<file path="config.mk">
export PLATFORM = sky130hd
export DESIGN_NAME = tcp_rtt_rto_cwnd_engine_core_flat
export DESIGN_NICKNAME = d
export VERILOG_FILES = /design/src/hdl/trce_pkg.sv /design/src/hdl/trce_evt_if.sv /design/src/hdl/trce_rsp_if.sv /design/src/hdl/trce_rtt.sv /design/src/hdl/trce_win.sv /design/src/hdl/tcp_rtt_rto_cwnd_engine_core.sv /design/src/flat_wrapper.sv
export SDC_FILE = /design/constraint.sdc
export NUM_CORES = 1
export LEC_CHECK = 0
export BUFFER_PORTS_ARGS = -buffer_cell sky130_fd_sc_hd__buf_4
export CAP_MARGIN = 20
export CORE_AREA = 4 4 199 201
export CTS_CLUSTER_SIZE = 8
export DETAILED_ROUTE_END_ITERATION = 12
export DIE_AREA = 0 0 203 205
export SLEW_MARGIN = 10
export SYNTH_ARGS = -nofsm -noshare
export SYNTH_HDL_FRONTEND = slang
export SYNTH_SLANG_ARGS = --single-unit
</file>
<file path="constraint.sdc">
create_clock -name clk -period 34.9 [get_ports clk]
set_input_delay 1.745 -clock clk [delete_from_list [all_inputs] [get_ports clk]]
set_output_delay 1.745 -clock clk [all_outputs]
set_load 0.01 [all_outputs]
</file>
<file path="src/hdl/trce_pkg.sv">
// shared types and constants of the tcp rtt / rto / congestion window engine
// no dependencies; imported by every other file of the block

package trce_pkg;

  localparam int TIME_WIDTH = 20;
  localparam int WIN_WIDTH  = 21;
  localparam int CFG_WIDTH  = 20;
  localparam int IDX_WIDTH  = 1;

  localparam logic [WIN_WIDTH-1:0]  CWND_MAX        = WIN_WIDTH'(1048576);
  localparam logic [WIN_WIDTH-1:0]  CWND_INIT       = WIN_WIDTH'(10);
  localparam logic [WIN_WIDTH-1:0]  CWND_LOSS       = WIN_WIDTH'(1);
  localparam logic [WIN_WIDTH-1:0]  SSTHRESH_MIN    = WIN_WIDTH'(2);
  localparam logic [TIME_WIDTH-1:0] RTO_INIT        = TIME_WIDTH'(3000);
  localparam logic [TIME_WIDTH-1:0] RTO_FLOOR_RESET = TIME_WIDTH'(200);
  localparam logic [TIME_WIDTH-1:0] RTO_CEIL_RESET  = TIME_WIDTH'(120000);

  typedef enum logic {
    OP_ACK     = 1'b0,
    OP_TIMEOUT = 1'b1
  } op_t;

  typedef enum logic [IDX_WIDTH-1:0] {
    REG_RTO_FLOOR   = 1'b0,
    REG_RTO_CEILING = 1'b1
  } reg_idx_t;

  typedef struct packed {
    op_t                   op;
    logic                  rtt_valid;
    logic [TIME_WIDTH-1:0] rtt_sample;
  } evt_t;

  typedef struct packed {
    logic [TIME_WIDTH-1:0] srtt;
    logic [TIME_WIDTH-1:0] rttvar;
    logic [TIME_WIDTH-1:0] rto;
  } time_state_t;

  typedef struct packed {
    logic [WIN_WIDTH-1:0] cwnd;
    logic [WIN_WIDTH-1:0] ssthresh;
  } win_state_t;

  typedef struct packed {
    logic [TIME_WIDTH-1:0] floor_ms;
    logic [TIME_WIDTH-1:0] ceil_ms;
  } rto_limits_t;

endpackage

</file>
<file path="src/hdl/trce_evt_if.sv">
// event channel: valid/ready handshake carrying one connection event
// depends on trce_pkg

interface trce_evt_if import trce_pkg::*; ();
  logic                  valid;
  logic                  ready;
  op_t                   op;
  logic                  rtt_valid;
  logic [TIME_WIDTH-1:0] rtt_sample;

  modport source (output valid, op, rtt_valid, rtt_sample, input ready);
  modport sink   (input valid, op, rtt_valid, rtt_sample, output ready);
endinterface

</file>
<file path="src/hdl/trce_rsp_if.sv">
// result channel: valid/ready handshake carrying the connection state after an event
// depends on trce_pkg

interface trce_rsp_if import trce_pkg::*; ();
  logic                  valid;
  logic                  ready;
  logic [WIN_WIDTH-1:0]  cong_window;
  logic [WIN_WIDTH-1:0]  slow_start_limit;
  logic [TIME_WIDTH-1:0] timeout_ms;
  logic [TIME_WIDTH-1:0] smoothed_rtt;
  logic [TIME_WIDTH-1:0] rtt_variation;

  modport source (output valid, cong_window, slow_start_limit, timeout_ms,
                  smoothed_rtt, rtt_variation, input ready);
  modport sink   (input valid, cong_window, slow_start_limit, timeout_ms,
                  smoothed_rtt, rtt_variation, output ready);
endinterface

</file>
<file path="src/hdl/trce_rtt.sv">
// next srtt, rttvar and rto for one event (smoothing, clamp, timeout backoff)
// depends on trce_pkg

module trce_rtt import trce_pkg::*; (
  input  evt_t        evt,
  input  time_state_t cur,
  input  rto_limits_t limits,
  output time_state_t nxt
);

  logic [TIME_WIDTH-1:0] diff;
  logic [TIME_WIDTH+1:0] var_sum;
  logic [TIME_WIDTH+2:0] srtt_sum;
  logic [TIME_WIDTH-1:0] srtt_upd;
  logic [TIME_WIDTH-1:0] rttvar_upd;
  logic [TIME_WIDTH+2:0] rto_raw;
  logic [TIME_WIDTH+2:0] rto_floored;
  logic [TIME_WIDTH-1:0] rto_upd;
  logic [TIME_WIDTH:0]   rto_dbl;

  always_comb begin
    diff = (cur.srtt >= evt.rtt_sample) ? cur.srtt - evt.rtt_sample
                                        : evt.rtt_sample - cur.srtt;
    // 3*rttvar + |err|, then / 4
    var_sum  = {2'b00, cur.rttvar} + {1'b0, cur.rttvar, 1'b0} + {2'b00, diff};
    // 7*srtt + sample, then / 8
    srtt_sum = {cur.srtt, 3'b000} - {3'b000, cur.srtt} + {3'b000, evt.rtt_sample};

    // zero srtt is taken as no sample seen yet
    if (cur.srtt == '0) begin
      srtt_upd   = evt.rtt_sample;
      rttvar_upd = evt.rtt_sample >> 1;
    end else begin
      srtt_upd   = srtt_sum[TIME_WIDTH+2:3];
      rttvar_upd = var_sum[TIME_WIDTH+1:2];
    end

    // floor first, ceiling second so the ceiling wins
    rto_raw     = {3'b000, srtt_upd} + {1'b0, rttvar_upd, 2'b00};
    rto_floored = (rto_raw < {3'b000, limits.floor_ms}) ? {3'b000, limits.floor_ms} : rto_raw;
    rto_upd     = (rto_floored > {3'b000, limits.ceil_ms}) ? limits.ceil_ms
                                                           : rto_floored[TIME_WIDTH-1:0];

    rto_dbl = {cur.rto, 1'b0};

    nxt = cur;
    if (evt.op == OP_TIMEOUT) begin
      nxt.rto = (rto_dbl > {1'b0, limits.ceil_ms}) ? limits.ceil_ms
                                                   : rto_dbl[TIME_WIDTH-1:0];
    end else if (evt.rtt_valid) begin
      nxt.srtt   = srtt_upd;
      nxt.rttvar = rttvar_upd;
      nxt.rto    = rto_upd;
    end
  end

endmodule

</file>
<file path="src/hdl/trce_win.sv">
// next congestion window and slow start threshold for one event
// depends on trce_pkg

module trce_win import trce_pkg::*; (
  input  op_t        op,
  input  win_state_t cur,
  output win_state_t nxt
);

  logic [WIN_WIDTH-1:0] inc;
  logic [WIN_WIDTH-1:0] half;

  always_comb begin
    inc  = cur.cwnd + WIN_WIDTH'(1);
    half = cur.cwnd >> 1;
    nxt  = cur;
    if (op == OP_TIMEOUT) begin
      nxt.ssthresh = (half > SSTHRESH_MIN) ? half : SSTHRESH_MIN;
      nxt.cwnd     = CWND_LOSS;
    end else begin
      priority if (cur.cwnd < cur.ssthresh) begin
        // slow start, never past ssthresh
        nxt.cwnd = (inc >= cur.ssthresh) ? cur.ssthresh : inc;
      end else if (cur.cwnd < CWND_MAX) begin
        nxt.cwnd = inc;
      end else begin
        nxt.cwnd = cur.cwnd;
      end
      if (nxt.cwnd > CWND_MAX) begin
        nxt.cwnd = CWND_MAX;
      end
    end
  end

endmodule

</file>
<file path="src/hdl/tcp_rtt_rto_cwnd_engine_core.sv">
// an event passes the input register, then the state register that also serves as the
//   result register
// throughput: one event per cycle back to back unless a result stalls; the state update is
//   one pass through the rtt/rto and window logic between the input and state registers
// the state registers are the result register; a stalled result holds both the state
//   and the input register, and the input register still takes one event while a result waits
// reset (rst, synchronous, active high): cwnd 10, ssthresh 1048576, srtt 0, rttvar 0,
//   rto 3000 ms, rto floor 200 ms, rto ceiling 120000 ms; both channels empty

module tcp_rtt_rto_cwnd_engine_core import trce_pkg::*; (
  input  logic                 clk,
  input  logic                 rst,
  input  logic                 cfg_we,
  input  logic [IDX_WIDTH-1:0] cfg_index,
  input  logic [CFG_WIDTH-1:0] cfg_data,
  trce_evt_if.sink             evt,
  trce_rsp_if.source           rsp
);

  // configuration registers
  rto_limits_t limits;

  // input register stage
  logic        s1_valid;
  evt_t        s1_evt;

  // connection state, also the result register
  time_state_t tstate;
  win_state_t  wstate;
  logic        rsp_valid;

  time_state_t tstate_next;
  win_state_t  wstate_next;

  logic        advance;   // input register moves into the state
  logic        evt_xfer;

  // the state can take the buffered event whenever no result is waiting or the waiting result transfers
  assign advance  = s1_valid && (!rsp_valid || rsp.ready);
  assign evt.ready = !s1_valid || advance;
  assign evt_xfer = evt.valid && evt.ready;

  // config writes; the user must issue them only while idle, the block does not enforce it
  always_ff @(posedge clk) begin
    if (rst) begin
      limits.floor_ms <= RTO_FLOOR_RESET;
      limits.ceil_ms  <= RTO_CEIL_RESET;
    end else if (cfg_we) begin
      unique case (reg_idx_t'(cfg_index))
        REG_RTO_FLOOR:   limits.floor_ms <= cfg_data[TIME_WIDTH-1:0];
        REG_RTO_CEILING: limits.ceil_ms  <= cfg_data[TIME_WIDTH-1:0];
        default: ;
      endcase
    end
  end

  // input register
  always_ff @(posedge clk) begin
    if (rst) begin
      s1_valid <= 1'b0;
    end else if (evt.ready) begin
      s1_valid <= evt.valid;
    end
  end

  always_ff @(posedge clk) begin
    if (evt_xfer) begin
      s1_evt.op         <= evt.op;
      s1_evt.rtt_valid  <= evt.rtt_valid;
      s1_evt.rtt_sample <= evt.rtt_sample;
    end
  end

  // rtt estimator and rto clamp / backoff
  trce_rtt u_rtt (
    .evt    (s1_evt),
    .cur    (tstate),
    .limits (limits),
    .nxt    (tstate_next)
  );

  // reno window
  trce_win u_win (
    .op  (s1_evt.op),
    .cur (wstate),
    .nxt (wstate_next)
  );

  // state / result register
  always_ff @(posedge clk) begin
    if (rst) begin
      tstate.srtt     <= '0;
      tstate.rttvar   <= '0;
      tstate.rto      <= RTO_INIT;
      wstate.cwnd     <= CWND_INIT;
      wstate.ssthresh <= CWND_MAX;
      rsp_valid       <= 1'b0;
    end else begin
      if (advance) begin
        tstate <= tstate_next;
        wstate <= wstate_next;
      end
      // valid follows the last update; cleared once the result transfers
      if (advance) begin
        rsp_valid <= 1'b1;
      end else if (rsp.ready) begin
        rsp_valid <= 1'b0;
      end
    end
  end

  assign rsp.valid            = rsp_valid;
  assign rsp.cong_window      = wstate.cwnd;
  assign rsp.slow_start_limit = wstate.ssthresh;
  assign rsp.timeout_ms       = tstate.rto;
  assign rsp.smoothed_rtt     = tstate.srtt;
  assign rsp.rtt_variation    = tstate.rttvar;

  // a timeout always collapses the window to one segment
  a_timeout_collapse: assert property (@(posedge clk) disable iff (rst)
    advance && s1_evt.op == OP_TIMEOUT |=> wstate.cwnd == CWND_LOSS)
    else $error("cwnd not one after timeout");

  // window and threshold stay in range
  a_win_range: assert property (@(posedge clk) disable iff (rst)
    wstate.cwnd <= CWND_MAX && wstate.cwnd != '0 &&
    wstate.ssthresh <= CWND_MAX && wstate.ssthresh >= SSTHRESH_MIN)
    else $error("window state out of range");

  // without an advance the connection state does not move
  a_state_hold: assert property (@(posedge clk) disable iff (rst)
    !advance |=> $stable(tstate) && $stable(wstate))
    else $error("state changed without an event");

  // an event taken while the input register is full must be a pass-through
  a_no_overwrite: assert property (@(posedge clk) disable iff (rst)
    evt_xfer && s1_valid |-> advance)
    else $error("input register overwritten");

  // each advance produces a visible result the next cycle
  a_result_follows: assert property (@(posedge clk) disable iff (rst)
    advance |=> rsp_valid)
    else $error("result missing after update");

endmodule

</file>
<file path="src/flat_wrapper.sv">
// flat-port wrapper written by rule: the top's interface ports become plain ports
module tcp_rtt_rto_cwnd_engine_core_flat import trce_pkg::*;
  (clk, rst, cfg_we, cfg_index, cfg_data, evt_valid, evt_op, evt_rtt_valid, evt_rtt_sample, evt_ready, rsp_valid, rsp_cong_window, rsp_slow_start_limit, rsp_timeout_ms, rsp_smoothed_rtt, rsp_rtt_variation, rsp_ready);
  trce_evt_if evt_i ();
  trce_rsp_if rsp_i ();
  input  logic clk;
  input  logic rst;
  input  logic cfg_we;
  input  logic [IDX_WIDTH-1:0] cfg_index;
  input  logic [CFG_WIDTH-1:0] cfg_data;
  input wire logic [$bits(evt_i.valid)-1:0] evt_valid;
  input wire logic [$bits(evt_i.op)-1:0] evt_op;
  input wire logic [$bits(evt_i.rtt_valid)-1:0] evt_rtt_valid;
  input wire logic [$bits(evt_i.rtt_sample)-1:0] evt_rtt_sample;
  output wire logic [$bits(evt_i.ready)-1:0] evt_ready;
  output wire logic [$bits(rsp_i.valid)-1:0] rsp_valid;
  output wire logic [$bits(rsp_i.cong_window)-1:0] rsp_cong_window;
  output wire logic [$bits(rsp_i.slow_start_limit)-1:0] rsp_slow_start_limit;
  output wire logic [$bits(rsp_i.timeout_ms)-1:0] rsp_timeout_ms;
  output wire logic [$bits(rsp_i.smoothed_rtt)-1:0] rsp_smoothed_rtt;
  output wire logic [$bits(rsp_i.rtt_variation)-1:0] rsp_rtt_variation;
  input wire logic [$bits(rsp_i.ready)-1:0] rsp_ready;
  assign evt_i.valid = evt_valid;
  assign evt_i.op = evt_op;
  assign evt_i.rtt_valid = evt_rtt_valid;
  assign evt_i.rtt_sample = evt_rtt_sample;
  assign evt_ready = evt_i.ready;
  assign rsp_valid = rsp_i.valid;
  assign rsp_cong_window = rsp_i.cong_window;
  assign rsp_slow_start_limit = rsp_i.slow_start_limit;
  assign rsp_timeout_ms = rsp_i.timeout_ms;
  assign rsp_smoothed_rtt = rsp_i.smoothed_rtt;
  assign rsp_rtt_variation = rsp_i.rtt_variation;
  assign rsp_i.ready = rsp_ready;
  tcp_rtt_rto_cwnd_engine_core u_core (.clk(clk), .rst(rst), .cfg_we(cfg_we), .cfg_index(cfg_index), .cfg_data(cfg_data), .evt(evt_i), .rsp(rsp_i));
endmodule
</file>
======== Word-level counts from Yosys, hierarchy flattened ========
Cells that the tools add are included.
storage, ports and cells
  bits in registers ....................... 166
  latch bits .............................. 0
  memory bits (writable) .................. 0
  ROM bits ................................ 0
  word-level logic and storage cells ...... 62
  memories ................................ 0
operators by class
  add/subtract/negate cells ............... 8
  multiply operators ...................... 0
  divide/modulo/power cells ............... 0
  magnitude comparators ................... 9
  equal/unequal tests ..................... 0
  shift-type cells ........................ 0
  mux-type cells .......................... 17
  bitwise logic cells ..................... 2
  reductions and logical operators ........ 14
operators with widths
  cell                     count
  $mux W20                 8
  $mux W21                 6
  $sub A20 B20 Y20         2
  $add A20 B22 Y23         1
  $add A23 B20 Y23         1
  $gt A23 B20 Y1           1
  $lt A23 B20 Y1           1
  $mux W23                 1
  $sub A23 B20 Y23         1
  $add A20 B21 Y22         1
  $add A22 B20 Y22         1
  $add A21 B1 Y21 const B  1
  $ge A21 B21 Y1           1
  $gt A21 B20 Y1           1
  $gt A21 B21 Y1 const B   1
  $lt A21 B21 Y1           1
  $lt A21 B21 Y1 const B   1
  $ge A20 B20 Y1           1
  $gt A20 B2 Y1 const B    1
  $logic_not A20 Y1        1
  $reduce_and A2 Y1        4
  $reduce_bool A2 Y1       2
  $reduce_and A3 Y1        1
  $logic_and A1 B1 Y1      2
  4 further kinds          8

======== Longest topological paths before layout ========
Gate-level depths: netlist of the first run.
  depth in word-level cells ............... 11
  depth in mapped cells ................... 60
  depth with buffers taken out ............ 54

======== By module ========
Synthesis of the first run repeated with hierarchy kept, for this count alone.
second synthesis, totals
  cell total of the unflattened synthesis .. 2285
  area total of the unflattened synthesis .. 18158.7 um2
by module, submodules not included
  module                        instances  cells each  area each (um2)
  trce_rtt                      1          1254        8953.6
  tcp_rtt_rto_cwnd_engine_core  1          651         6687.7
  trce_win                      1          380         2517.4

======== Worst setup path after synthesis of the first run ========
OpenSTA, ideal clock, no wires.
  path type ............................... reg2reg
  start ................................... register u_core.tstate, in the netlist u_core.rsp.smoothed_rtt[0]
  end ..................................... register u_core.tstate, in the netlist u_core.rsp.timeout_ms[0]
  setup time .............................. 0.134 ns
  data arrival time ....................... 11.607 ns
  required time ........................... 34.766 ns
  setup slack ............................. 23.159 ns
  stages on the path, launching flop included .. 57
  cells stage by stage .................... dfxtp_1 inv_1 ha_1 inv_1 fa_1 a211o_1 a21oi_1 a2bb2oi_1 o21ai_0 a211o_1 clkbuf_1 clkbuf_1 clkbuf_1 clkbuf_1 mux2i_1 xnor2_1 fa_1 inv_1 [... 21 more ...] nand3_1 a31oi_1 a211oi_2 o2111a_1 buf_2 buf_2 mux2_2 ha_1 a21o_1 a21o_1 a21oi_1 o311ai_0 o31ai_1 o211ai_1 or3_1 clkbuf_1 a2111oi_0 nor4_1
on the way
  cells in the longest elaborated chain, start to end .. 11
ends and longest elaborated chain
  item                                      RTL line                             RTL
  from (decl)                               tcp_rtt_rto_cwnd_engine_core.sv:28   time_state_t tstate;
  from (signal assigned)                    tcp_rtt_rto_cwnd_engine_core.sv:100  tstate <= tstate_next;
  $sub A20 B20 Y20 (tied with other cells)  trce_rtt.sv:23                       : evt.rtt_sample - cur.srtt;
  $mux W20                                  trce_rtt.sv:22                       diff = (cur.srtt >= evt.rtt_sample) ? cur.srtt - evt.rtt_sample
  $add A22 B20 Y22                          trce_rtt.sv:25                       var_sum = {2'b00, cur.rttvar} + {1'b0, cur.rttvar, 1'b0} + {2'b00, diff};
  $mux W20 *                                trce_rtt.sv:30                       if (cur.srtt == '0) begin
  net u_core.u_rtt.rttvar_upd[9]            trce_rtt.sv:15                       logic [TIME_WIDTH-1:0] rttvar_upd;
  $add A20 B22 Y23 *                        trce_rtt.sv:39                       rto_raw = {3'b000, srtt_upd} + {1'b0, rttvar_upd, 2'b00};
  $lt A23 B20 Y1                            trce_rtt.sv:40                       rto_floored = (rto_raw < {3'b000, limits.floor_ms}) ? {3'b000, limits.floor_ms} : rto_raw;
  $mux W23 *                                trce_rtt.sv:40
  $gt A23 B20 Y1                            trce_rtt.sv:41                       rto_upd = (rto_floored > {3'b000, limits.ceil_ms}) ? limits.ceil_ms
  $mux W20 *                                trce_rtt.sv:41
  $mux W20 *                                trce_rtt.sv:50                       end else if (evt.rtt_valid) begin
  $mux W20 *                                trce_rtt.sv:47                       if (evt.op == OP_TIMEOUT) begin
Mark *: on every way through the listed nets, which the timed path passes. The rest lies on a longest branch. The select of a mux whose other input is x is not followed.
A chain may end at the register's enable or synchronous reset.

======== Final worst setup path of the first run ========
  start ................................... register u_core.tstate, in the netlist u_core.rsp.smoothed_rtt[9]
  end ..................................... register u_core.tstate, in the netlist u_core.rsp.timeout_ms[19]
The elaborated chain is that of the path after synthesis.

==> impl_metrics.env, run 1 <==
export IMPL_worst_slack_ns=21.96
export IMPL_clockBufferDepth=2
export IMPL_leakagePower_uw=0.00802
export IMPL_postRouteWirelength_um=51900
export IMPL_vias=14717
export IMPL_post_place_ws_ns=22.16
export IMPL_grt_start_max_net_pins=65
export IMPL_route_met3_wl_um=2420
export IMPL_dr_pass1_iters=6
export IMPL_synth_top_cells_by_area="dfxtp_1 18%, ha_1 16%, a21oi_1 6.7%, nand2_1 6.2%, inv_1 5.5%"
export IMPL_root_buffer="clkbuf_16"
export IMPL_drive_gt1_share_pct=11.5
export IMPL_rows=71
export IMPL_slowest_stage="o2111a_1"
export IMPL_vias_per_cell=5.57
export IMPL_hold_depth=2
export IMPL_first_iter_violations=1088
export IMPL_dieWidth_um=203
export IMPL_cts_tree="done"
export IMPL_drc=0
export IMPL_synth_async_reset_ratio_pct=0
export IMPL_core_area_um2=37600
export IMPL_drt_met1_wl_um=23100
export IMPL_synth_edff_count=22
export IMPL_portBuffers=151
export IMPL_status="finished clean"
export IMPL_flow_area_growth_from_synthesis_pct=13.6
export IMPL_synth_top_area_share_pct=18.4
export IMPL_synth_top_cells_by_count="259 x nand2_1, 230 x inv_1, 209 x a21oi_1, 201 x ha_1, 144 x dfxtp_1"
export IMPL_critPathCaptureType="flip-flop"
export IMPL_startpoint="u_core.rsp.smoothed_rtt[9]"
export IMPL_worst_ep_arrival_time_ns=13.35
export IMPL_fin_nets=2408
export IMPL_route_met2_wl_um=25000
export IMPL_rsz0062_at_grt="no"
export IMPL_reg2reg_from="u_core.rsp.smoothed_rtt[9]"
export IMPL_skew_ns=0.0133
export IMPL_die_h_um=205
export IMPL_gp_congestion=0.981
export IMPL_syn_area_um2=15700
export IMPL_maxSlewHeadroom_pct=28.3
export IMPL_grt_ovfl_total=0
export IMPL_post_drt_wl_per_cell_um=19.6
export IMPL_clk_latency_ns=0.47
export IMPL_fmax_ghz=0.0773
export IMPL_yosys_warnings=0
export IMPL_pwr_share_clk_pct=13.2
export IMPL_worstRegToRegCells=50
export IMPL_seqPwrFrac_pct=15.7
export IMPL_hold_viol=0
export IMPL_drv_slew=0
export IMPL_period_needed_ns=12.94
export IMPL_max_stage_delay_ns=0.94
export IMPL_grt_pass1_vias=14477
export IMPL_synth_ff_type="dfxtp_1"
export IMPL_n_antenna_cell=0
export IMPL_swShare_pct=48.5
export IMPL_worstHoldPathType="flip-flop to flip-flop"
export IMPL_yosys_cell_types_count=74
export IMPL_grt_pass1_wl_um=82100
export IMPL_start_util_pct=41.8
export IMPL_cap_violations=0
export IMPL_finalCritPeriodShare_pct=37.1
export IMPL_cts_resized_gates=0
export IMPL_ant_nets=0
export IMPL_cp_start_kind="flip-flop"
export IMPL_path_max_fanout=35
export IMPL_yosysTopAreaCell="dfxtp_1"
export IMPL_min_from="u_core.limits[21]"
export IMPL_numCtsBuffers=17
export IMPL_synth_avg_cell_area_um2=7.76
export IMPL_intPower_uw=754
export IMPL_cp_required_ns=35.31
export IMPL_cts_setup_buffers=0
export IMPL_die_area_um2=41600
export IMPL_fin_setup_tns_ns=0
export IMPL_path_class="flip-flop to flip-flop"
export IMPL_cts_hold_buffers=0
export IMPL_setup_viol=0
export IMPL_grt_usage_pct=24.8
export IMPL_p_sw_uw=711
export IMPL_ir_worst_vdd_v=0.000101
export IMPL_ys_seq_area_share_pct=22.6
export IMPL_power_density_nw_per_um2=82.2
export IMPL_ys_ff_latch=166
export IMPL_hpwl_um=40500
export IMPL_yosysMostFrequentCell="nand2_1"
export IMPL_antenna_found_initial=0
export IMPL_highest_layer="met4"
export IMPL_worst_pin_slew_ns=1.08
export IMPL_pin_count=152
export IMPL_cts_sinks=166
export IMPL_synth_nets=2312
export IMPL_htreeDepth=4
export IMPL_syn_inst=2022
export IMPL_combPwrFrac_pct=71.2
export IMPL_clkSlewWorstSetupHoldPaths_ns=0.08
-- stage by stage --
stage	total power [uW]	cell area, um2	instances	hold slack, ns	util (%)
after detailed placement	1260	17300	2610	0.447	45.9
final	1470	17800	2642	0.457	47.5
after global placement	1250	17300	2610	0.448	45.9
after global routing	1610	17800	2642	0.484	47.5
after floorplan	1010	15700	2022	0.436	-
after CTS	1460	17800	2642	0.457	47.5
-- power by group through the flow --
stage	Sequential (uW)	Combinational, uW	Clock (uW)
5_1_grt	232	1170	206
4_1_cts	230	1040	198
2_1_floorplan	230	778	0
3_5_place_dp	234	1030	0
3_3_place_gp	234	1010	0
6_report	229	1040	193
-- metal layers --
layer / global-route usage, % / vias to the layer above
met5: 0 / -
met4: 7.15 / 0
met3: 3.82 / 77
met2: 42.0 / 413
met1: 32.9 / 6970
li1: - / 7257
-- worst paths after layout --
check | end | slack (ns)
min reg2reg | u_core.limits[21] | 0.46
max | u_core.rsp.timeout_ms[19] | 21.96
min | u_core.limits[21] | 0.46
max reg2reg | u_core.rsp.timeout_ms[19] | 21.96
-- sequential cells by signal (all words and copies together), names as in the netlist --
register / cells
u_core.rsp.slow_start_limit: 21
u_core.s1_valid: 1
u_core.rsp.cong_window: 21
u_core.rsp.smoothed_rtt: 20
u_core.rsp.valid: 1
u_core.rsp.timeout_ms: 20
u_core.limits: 40
u_core.s1_evt: 22
u_core.rsp.rtt_variation: 20
-- area by class of cell --
cell class	instances	area [um2]
clock buffer	18	429
clock inverter	14	139
fill	3770	19700
inverter	230	863
multi-input combinational	1535	11000
sequential	166	3540
tap	511	639
timing repair buffer	168	1260
-- cells in the final DEF, fill, tap and decap left out, types with 28 or more instances in the layout --
cell type	n
a211oi_1	29
a21o_1	51
a21oi_1	209
buf_4	168
dfxtp_1	144
fa_1	41
ha_1	201
inv_1	230
nand2_1	259
nand3_1	36
nor2_1	130
nor3_1	28
o21ai_0	93
xnor2_1	61
-- cells by family (layout without fill, tap and decap cells) --
family,Yosys count,count (layout),synth area share (%)
AO/OA/AOI/OAI,574,574,23.4
multiplexers,53,53,3.67
AND/OR/NAND/NOR,583,583,16.8
buffers and inverters,321,430,7.71
flip-flops,166,166,22.6
XOR/XNOR,83,83,4.63
adder cells (fa/ha/maj),242,242,21.3
-- worst max-delay path, delay by kind of cell (launching register included) --
family	cells	cell delay (ns)
mux	1	0.43
fa+ha+maj	6	2.22
flops	1	0.47
simple gates	10	2.20
compound gates	28	6.74
buf+inv	3	0.43
xor+xnor	2	0.34
Note: power is estimated with default switching activity, not from simulation.
==> inputs of run 2 (changes only) <==
==> constraint.sdc (replaced) <==
create_clock -name clk -period 12.44 [get_ports clk]
set_input_delay 0.622 -clock clk [delete_from_list [all_inputs] [get_ports clk]]
set_output_delay 0.622 -clock clk [all_outputs]
set_load 0.01 [all_outputs]
==> run 2 against run 1 <==
Combinational power rose to 2.9 times the previous value. Critical path depth stayed put. Clock power rose to 2.8 times the previous value. Power rose to 2.8 times the previous value. Hold slack worse by 0.13 ns. Non-clock buffer count increased by 5.
==> impl_metrics.env, run 2 (synthesized netlist as in run 1, its figures left out) <==
export IMPL_fin_nets=2413
export IMPL_core_area_um2=37600
export IMPL_rsz0062_at_grt="no"
export IMPL_grt_start_max_net_pins=76
export IMPL_r2r_end="u_core.rsp.timeout_ms[0]"
export IMPL_die_area_um2=41600
export IMPL_final_util_pct=47.8
export IMPL_drc=0
export IMPL_path_depth=50
export IMPL_n_antenna_cell=0
export IMPL_final_cell_mix="259 x nand2_1, 230 x inv_1, 205 x a21oi_1"
export IMPL_worstHoldPathType="primary input to flip-flop"
export IMPL_worst_ep_arrival_time_ns=11.86
export IMPL_maxSlewHeadroom_pct=37.2
export IMPL_status="finished clean"
export IMPL_path_max_fanout=11
export IMPL_slowest_stage="or3b_2"
export IMPL_htreeDepth=4
export IMPL_grt_usage_pct=25.0
export IMPL_top_regs="u_core.limits (40), u_core.s1_evt (22)"
export IMPL_regMostFlops="u_core.limits"
export IMPL_pin_count=152
export IMPL_fin_setup_tns_ns=0
export IMPL_leakagePower_uw=0.00806
export IMPL_reg2reg_from="u_core.rsp.smoothed_rtt[9]"
export IMPL_max_stage_delay_ns=0.51
export IMPL_antenna_found_initial=0
export IMPL_grt_pass1_wl_um=82500
export IMPL_gp_congestion=0.944
export IMPL_flow_area_growth_from_synthesis_pct=14.5
export IMPL_rrSetupSlack_ns=0.89
export IMPL_grt_util_met3_pct=4.20
export IMPL_largest_reg_flops=40
export IMPL_critPathTopFamily="compound AO/OA/AOI/OAI gates"
export IMPL_setup_viol=0
export IMPL_finalCritPeriodShare_pct=92.9
export IMPL_cts_tree="done"
export IMPL_clockBufferDepth=2
export IMPL_drive_gt1_share_pct=12.7
export IMPL_period_needed_ns=11.55
export IMPL_min_to="u_core.s1_evt[12]"
export IMPL_drv_slew=0
export IMPL_vias_per_cell=5.63
export IMPL_ant_nets=0
export IMPL_hpwl_um=41000
export IMPL_fillCellCount=3806
export IMPL_power_density_nw_per_um2=232
export IMPL_grt_ovfl_total=0
export IMPL_worstRegToRegCells=50
export IMPL_cp_start_kind="flip-flop"
export IMPL_dieWidth_um=203
export IMPL_clk_latency_ns=0.46
export IMPL_hold_viol=0
export IMPL_grt_pass1_vias=14545
export IMPL_vias=14914
export IMPL_fmax_ghz=0.0866
export IMPL_final_common_cell="nand2_1"
export IMPL_min_from="evt_rtt_sample[12]"
export IMPL_worst_pin_slew_ns=0.936
export IMPL_dr_pass1_iters=7
export IMPL_cts_sinks=166
export IMPL_hold_depth=1
export IMPL_root_buffer="clkbuf_16"
export IMPL_place_inst=2614
export IMPL_rows=71
export IMPL_cts_hold_buffers=0
export IMPL_numCtsBuffers=17
export IMPL_met2_usage_pct=42.8
export IMPL_die_h_um=205
export IMPL_critPathCaptureType="flip-flop"
export IMPL_skew_ns=0.0165
export IMPL_path_class="flip-flop to flip-flop"
export IMPL_clkSlewWorstSetupHoldPaths_ns=0.08
export IMPL_portBuffers=151
export IMPL_cp_required_ns=12.75
export IMPL_ir_worst_vdd_v=0.000187
export IMPL_grt_use_met1_pct=32.5
export IMPL_stdcell_count=2647
export IMPL_busiest_layer="met2"
export IMPL_first_iter_violations=1117
export IMPL_postRouteWirelength_um=52700
export IMPL_path_buf_inv=3
export IMPL_cap_violations=0
export IMPL_start_util_pct=41.8
export IMPL_post_drt_wl_per_cell_um=19.9
==> run 2: layout make-up <==
cell class | instances | area [um2] | share of cell area (%)
clock buffer | 21 | 482 | 2.68
clock inverter | 11 | 88.8 | 0.494
inverter | 230 | 863 | 4.80
multi-input combinational | 1535 | 11000 | 61.4
sequential | 166 | 3550 | 19.7
tap | 511 | 639 | 3.56
timing repair buffer | 173 | 1320 | 7.36
==> run 2: worst max-delay path by stage <==
stage                                start                        end  slack [ns]
3_3_place_gp    u_core.rsp.smoothed_rtt[9]  u_core.rsp.timeout_ms[19]        0.31
6_report        u_core.rsp.smoothed_rtt[9]   u_core.rsp.timeout_ms[0]        0.89
4_1_cts         u_core.rsp.smoothed_rtt[9]  u_core.rsp.timeout_ms[19]       0.003
2_1_floorplan   u_core.rsp.smoothed_rtt[0]   u_core.rsp.timeout_ms[0]        0.70
3_5_place_dp    u_core.rsp.smoothed_rtt[9]   u_core.rsp.timeout_ms[0]        0.05
5_1_grt        u_core.rsp.smoothed_rtt[12]   u_core.rsp.timeout_ms[0]        0.01
==> run 2: stage by stage <==
stage | power, uW | hold WS [ns] | setup WS (ns) | instance area (um2)
after floorplan | 2830 | 0.436 | 0.699 | 15700
after global placement | 3570 | 0.449 | 0.311 | 17300
after detailed placement | 3570 | 0.453 | 0.0494 | 17300
after CTS | 4130 | 0.306 | 0.00294 | 17900
after global routing | 4580 | 0.301 | 0.0120 | 18000
final | 4170 | 0.327 | 0.887 | 18000
==> run 2: repair_timing <==
action | in CTS | in global routing
setup endpoints to repair | 0 | 20
setup buffers | 0 | 0
gates resized for setup | 0 | 25
==> run 2: report_power, final <==
group / internal (uW) / switching, uW / total [uW]
registers: 585 / 59.6 / 644
logic: 1280 / 1710 / 2980
clock network: 282 / 256 / 538
total: 2140 / 2020 / 4170
==> run 2: routing by layer <==
layer | part of all wire (%) | vias up
met2 | 48 | 457
li1 | - | 7275
met5 | 0 | -
met4 | 2.4 | 0
met3 | 4.9 | 72
met1 | 45 | 7110
